### config.mk
export PLATFORM = sky130hd
export DESIGN_NAME = pidl_ctrl
export DESIGN_NICKNAME = d
export VERILOG_FILES = /design/src/hw/rtl/pidl_pkg.sv /design/src/hw/rtl/pidl_ctrl.sv
export SDC_FILE = /design/constraint.sdc
export NUM_CORES = 1
export LEC_CHECK = 0
export BUFFER_PORTS_ARGS = -buffer_cell sky130_fd_sc_hd__buf_2
export CAP_MARGIN = 20
export CORE_AREA = 4 4 41 43
export DETAILED_ROUTE_END_ITERATION = 8
export DIE_AREA = 0 0 45 47
export HOLD_SLACK_MARGIN = 0.1
export PLACE_DENSITY = 0.68
export SLEW_MARGIN = 5
export SYNTH_ARGS = -nofsm -noshare
export SYNTH_HDL_FRONTEND = slang
export SYNTH_SLANG_ARGS = --single-unit
### constraint.sdc
create_clock -name aclk -period 2.1 [get_ports aclk]
set_clock_uncertainty 0.1 [all_clocks]
set_input_delay 0.105 -clock aclk [delete_from_list [all_inputs] [get_ports aclk]]
set_output_delay 0.105 -clock aclk [all_outputs]
set_load 0.01 [all_outputs]
### src/hw/rtl/pidl_pkg.sv
// Package for the positional insert/delete list.
// Holds mode and status codes and the controller/datapath command and status types.
// No dependencies.
package pidl_pkg;

    localparam int PIDL_CAPACITY = 128;

    localparam logic [2:0] MODE_CLEAR  = 3'd0;
    localparam logic [2:0] MODE_APPEND = 3'd1;
    localparam logic [2:0] MODE_READ   = 3'd2;
    localparam logic [2:0] MODE_INSERT = 3'd3;
    localparam logic [2:0] MODE_DELETE = 3'd4;

    localparam logic [1:0] STATUS_OK     = 2'd0;
    localparam logic [1:0] STATUS_BADPOS = 2'd1;
    localparam logic [1:0] STATUS_FULL   = 2'd2;

    typedef struct packed {
        logic       load_item;
        logic       st_load;
        logic [1:0] st_code;
        logic       rv_clr;
        logic       rv_cap;
        logic       idx_load_count;
        logic       idx_load_pos;
        logic       idx_inc;
        logic       idx_dec;
        logic       rd_pos;
        logic       rd_prev;
        logic       rd_next;
        logic       wr_value;
        logic       wr_rdata;
        logic       cnt_clr;
        logic       cnt_inc;
        logic       cnt_dec;
        logic       res_load;
    } pidl_cmd_t;

    typedef struct packed {
        logic [2:0] mode;
        logic       full;
        logic       pos_lt_cnt;
        logic       pos_gt_cnt;
        logic       idx_eq_pos;
        logic       idx_last;
        logic       out_free;
    } pidl_sts_t;

endpackage

### src/hw/rtl/pidl_ctrl.sv
// Controller state machine for the positional insert/delete list.
// Depends on pidl_pkg; drives the datapath through pidl_cmd_t.
module pidl_ctrl import pidl_pkg::*; (
    input  logic      aclk,
    input  logic      aresetn,
    input  logic      s_tvalid,
    output logic      s_tready,
    input  pidl_sts_t sts,
    output pidl_cmd_t cmd
);

    localparam logic [3:0] S_IDLE  = 4'd0;
    localparam logic [3:0] S_EXEC  = 4'd1;
    localparam logic [3:0] S_RDW   = 4'd2;
    localparam logic [3:0] S_PUT   = 4'd3;
    localparam logic [3:0] S_ISTEP = 4'd4;
    localparam logic [3:0] S_IWR   = 4'd5;
    localparam logic [3:0] S_DSTEP = 4'd6;
    localparam logic [3:0] S_DWR   = 4'd7;
    localparam logic [3:0] S_FIN   = 4'd8;

    logic [3:0] state_reg;
    logic [3:0] state_next;

    assign s_tready = (state_reg == S_IDLE);

    always_ff @(posedge aclk) begin
        if (!aresetn) begin
            state_reg <= S_IDLE;
        end else begin
            state_reg <= state_next;
        end
    end

    always_comb begin
        cmd        = '0;
        state_next = state_reg;
        case (state_reg)
            S_IDLE: begin
                if (s_tvalid) begin
                    cmd.load_item = 1'b1;
                    state_next    = S_EXEC;
                end
            end
            S_EXEC: begin
                cmd.st_load = 1'b1;
                cmd.st_code = STATUS_OK;
                cmd.rv_clr  = 1'b1;
                state_next  = S_FIN;
                case (sts.mode)
                    MODE_CLEAR: begin
                        cmd.cnt_clr = 1'b1;
                    end
                    MODE_APPEND: begin
                        if (sts.full) begin
                            cmd.st_code = STATUS_FULL;
                        end else begin
                            cmd.idx_load_count = 1'b1;
                            state_next         = S_PUT;
                        end
                    end
                    MODE_READ: begin
                        if (sts.pos_lt_cnt) begin
                            cmd.rd_pos = 1'b1;
                            state_next = S_RDW;
                        end else begin
                            cmd.st_code = STATUS_BADPOS;
                        end
                    end
                    MODE_INSERT: begin
                        if (sts.full) begin
                            cmd.st_code = STATUS_FULL;
                        end else if (sts.pos_gt_cnt) begin
                            cmd.st_code = STATUS_BADPOS;
                        end else begin
                            cmd.idx_load_count = 1'b1;
                            state_next         = S_ISTEP;
                        end
                    end
                    MODE_DELETE: begin
                        if (sts.pos_lt_cnt) begin
                            cmd.idx_load_pos = 1'b1;
                            state_next       = S_DSTEP;
                        end else begin
                            cmd.st_code = STATUS_BADPOS;
                        end
                    end
                    default: begin
                        cmd.st_code = STATUS_OK;
                    end
                endcase
            end
            S_RDW: begin
                cmd.rv_cap = 1'b1;
                state_next = S_FIN;
            end
            S_PUT: begin
                cmd.wr_value = 1'b1;
                cmd.cnt_inc  = 1'b1;
                state_next   = S_FIN;
            end
            S_ISTEP: begin
                if (sts.idx_eq_pos) begin
                    state_next = S_PUT;
                end else begin
                    cmd.rd_prev = 1'b1;
                    state_next  = S_IWR;
                end
            end
            S_IWR: begin
                cmd.wr_rdata = 1'b1;
                cmd.idx_dec  = 1'b1;
                state_next   = S_ISTEP;
            end
            S_DSTEP: begin
                if (sts.idx_last) begin
                    cmd.cnt_dec = 1'b1;
                    state_next  = S_FIN;
                end else begin
                    cmd.rd_next = 1'b1;
                    state_next  = S_DWR;
                end
            end
            S_DWR: begin
                cmd.wr_rdata = 1'b1;
                cmd.idx_inc  = 1'b1;
                state_next   = S_DSTEP;
            end
            S_FIN: begin
                if (sts.out_free) begin
                    cmd.res_load = 1'b1;
                    state_next   = S_IDLE;
                end
            end
            default: begin
                state_next = S_IDLE;
            end
        endcase
    end

endmodule

==> flow_summary.yaml <==
status:
  status: "completed"
cells_and_area:
  synthToLayoutAreaGrowth_pct: 38.72
  fill_cells: 137
  n_antenna_cell: 0
  drive_gt1_frac: 0.4167
  final_net_count: 110
  largest_reg_flops: 4
floorplan:
  die_area_um2: 2115
  fp.dieW_um: 45
  rows: 13
  io-pin-count: 32
  die_h_um: 47
  coreArea_um2: 1301
  start_util: 0.3750
global_route:
  grt_max_degree: 15
  grt_overflow: 0
  met2_usage: 0.2768
  grt_usage: 0.1438
  grt_antenna_before_repair: 0
  use_met3: 0.03065
  met1_usage: 0.1455
  top_usage_layer: "met2"
  grt_pass1_vias: 564
  grt_pass1_wl_mm: 2.208
critical_path:
  path_delay_family: "simple AND/OR/NAND/NOR gates"
  crit_type: "register to primary output"
  required_ps: 1890
  crit_slowest_cell: "or4b_1"
  cp-end-kind: "primary output"
  path_buf_inv: 1
  start_kind: "register"
  crit_path_cell_trace: "or4b_1 > a211oi_1 > buf_2"
  max_stage_delay_ps: 690
  cp.arrival_ps: 1750
  cp_max_fo: 12
power:
  leakage_nw: 0.3345
  ir_drop_mv: 0.2056
  powerDensity_nw_per_um2: 430.0
  p_total_w: 0.0002911
timing:
  setup_viol: 0
  tns_ps: 0
  rsz0062_at_grt: "false"
  slew_headroom: 0.6619
  fmax_mhz: 511.5
  hold_violations: 0
  drv_slew: 0
  period_share: 0.9311
  layout_min_cycle_time_ps: 1955
  tightest_slew_ps: 500.6
clock_network:
  htree_levels: 1
  cts_buffers: 3
  cts.sink_count: 4
  clk_pin_slew_worst_paths_ps: 40
  clk_latency_ps: 240
  cts_root_buf: "clkbuf_4"
  post_cts_buffers: 0
  tritoncts: "done"
  cts_buffer_depth: 2
flow_run:
  drv_cap: 0
yosys:
  synth_ff_type: "dfxtp_1"
  synth_area_per_cell_um2: 7.507
  syn_inst: 65
  ys_seq_area_frac: 0.1641
  synth_nets: 77
  ys.warnings.count: 0
  synth_cell_type_count: 35
  synth_seq_cells: 4
  syn-cell-area_um2: 488.0
  async_flop_share: 0
  synth-edff-count: 0
routing:
  wl_per_cell_um: 12.36
  drt-total-wl_mm: 1.372
  drt_iter0_markers: 3
  drt_first_pass_iters: 5
  post_drt_via_cell_ratio: 5.387
  drc: 0
  ant_nets: 0
  num_vias: 598
placement:
  hpwl_mm: 1.058
  io_buffers: 31
  gp_congestion: 0.7608
hold_path:
  min_path_type: "input port to register"
worst register-to-register path: stages (launching register included):
cell	delay (ps)
dfxtp_1	400
or4b_1	690
or3_1	390
a21oi_1	130
routing by layer:
metal  up-vias  share of wire
li1        307              -
met5         -              0
met4         0              0
met1       260           0.40
met3         0           0.10
met2        31           0.49
final cells by class:
cell class / instances / area, um^2 / share of cell area
clock buffers: 3 / 22.52 / 0.03327
repair buffers: 35 / 190.2 / 0.2810
multi-input cells: 53 / 361.6 / 0.5342
inverters: 1 / 3.754 / 0.005545
flip-flops and latches: 4 / 80.08 / 0.1183
well taps: 15 / 18.77 / 0.02773
cell usage after synthesis (all sizes together) (2+ instances only):
cell type,n,share of area
nor2,5,0.038
nor2b,5,0.064
nor4,5,0.064
buf,4,0.064
dfxtp,4,0.16
nand2,4,0.031
clkbuf,3,0.023
o21ai,3,0.031
a21oi,2,0.021
and2,2,0.026
nand2b,2,0.026
nor3,2,0.021
nor4bb,2,0.041
or3b,2,0.036
or4b,2,0.041
or4bb,2,0.046
cells in the final DEF (no fill, tap or decap), types with 3 or more instances in the layout:
cell and count:
dfxtp_1 4, nor2b_1 5, nor2_1 5, clkbuf_4 3
buf_2 31, nand2_1 4, nor4_1 5, o21ai_0 3
power by group:
group | total [W] | switching [W] | internal [W]
Sequential | 0.0000881 | 0.00000643 | 0.0000817
Clock | 0.0000965 | 0.0000325 | 0.0000640
Combinational | 0.000106 | 0.0000556 | 0.0000508
Total | 0.000291 | 0.0000946 | 0.000196
through the flow:
| stage | util | hold slack (ps) | cells | instance area, um^2 | setup slack (ps) |
|---|---|---|---|---|---|
| CTS | 0.5202 | 149.4 | 111 | 676.9 | 144.9 |
| floorplan | - | 159.1 | 65 | 488.0 | 411.3 |
| finish | 0.5202 | 145.2 | 111 | 676.9 | 144.8 |
| global route | 0.5202 | 203.7 | 111 | 676.9 | 4.419 |
| global placement | 0.4875 | 295.1 | 106 | 634.4 | 378.6 |
| detailed placement | 0.4875 | 312.2 | 106 | 634.4 | 327.4 |
cell families after synthesis:
kind of cell    after synthesis  share of synthesized area
mux                           2                    0.04359
buf+inv                       8                    0.09484
flops                         4                     0.1641
compound gates               13                     0.1872
simple gates                 38                     0.5103
what timing repair did:
action / 4_1_cts / 5_1_grt
hold buffers: 2 / 0
resized for setup: 0 / 0
hold endpoints to repair: 4 / 0
final timing paths:
kind | startpoint | cells past startpoint | slack, ps | to
setup / recovery | state_reg[2] | 3 | 140 | cmd[12]
hold / removal | sts[7] | 3 | 150 | state_reg[0]
setup reg to reg | state_reg[2] | 3 | 320 | state_reg[0]
hold reg to reg | state_reg[0] | 3 | 580 | state_reg[0]
(Power assumes the default switching activity.)
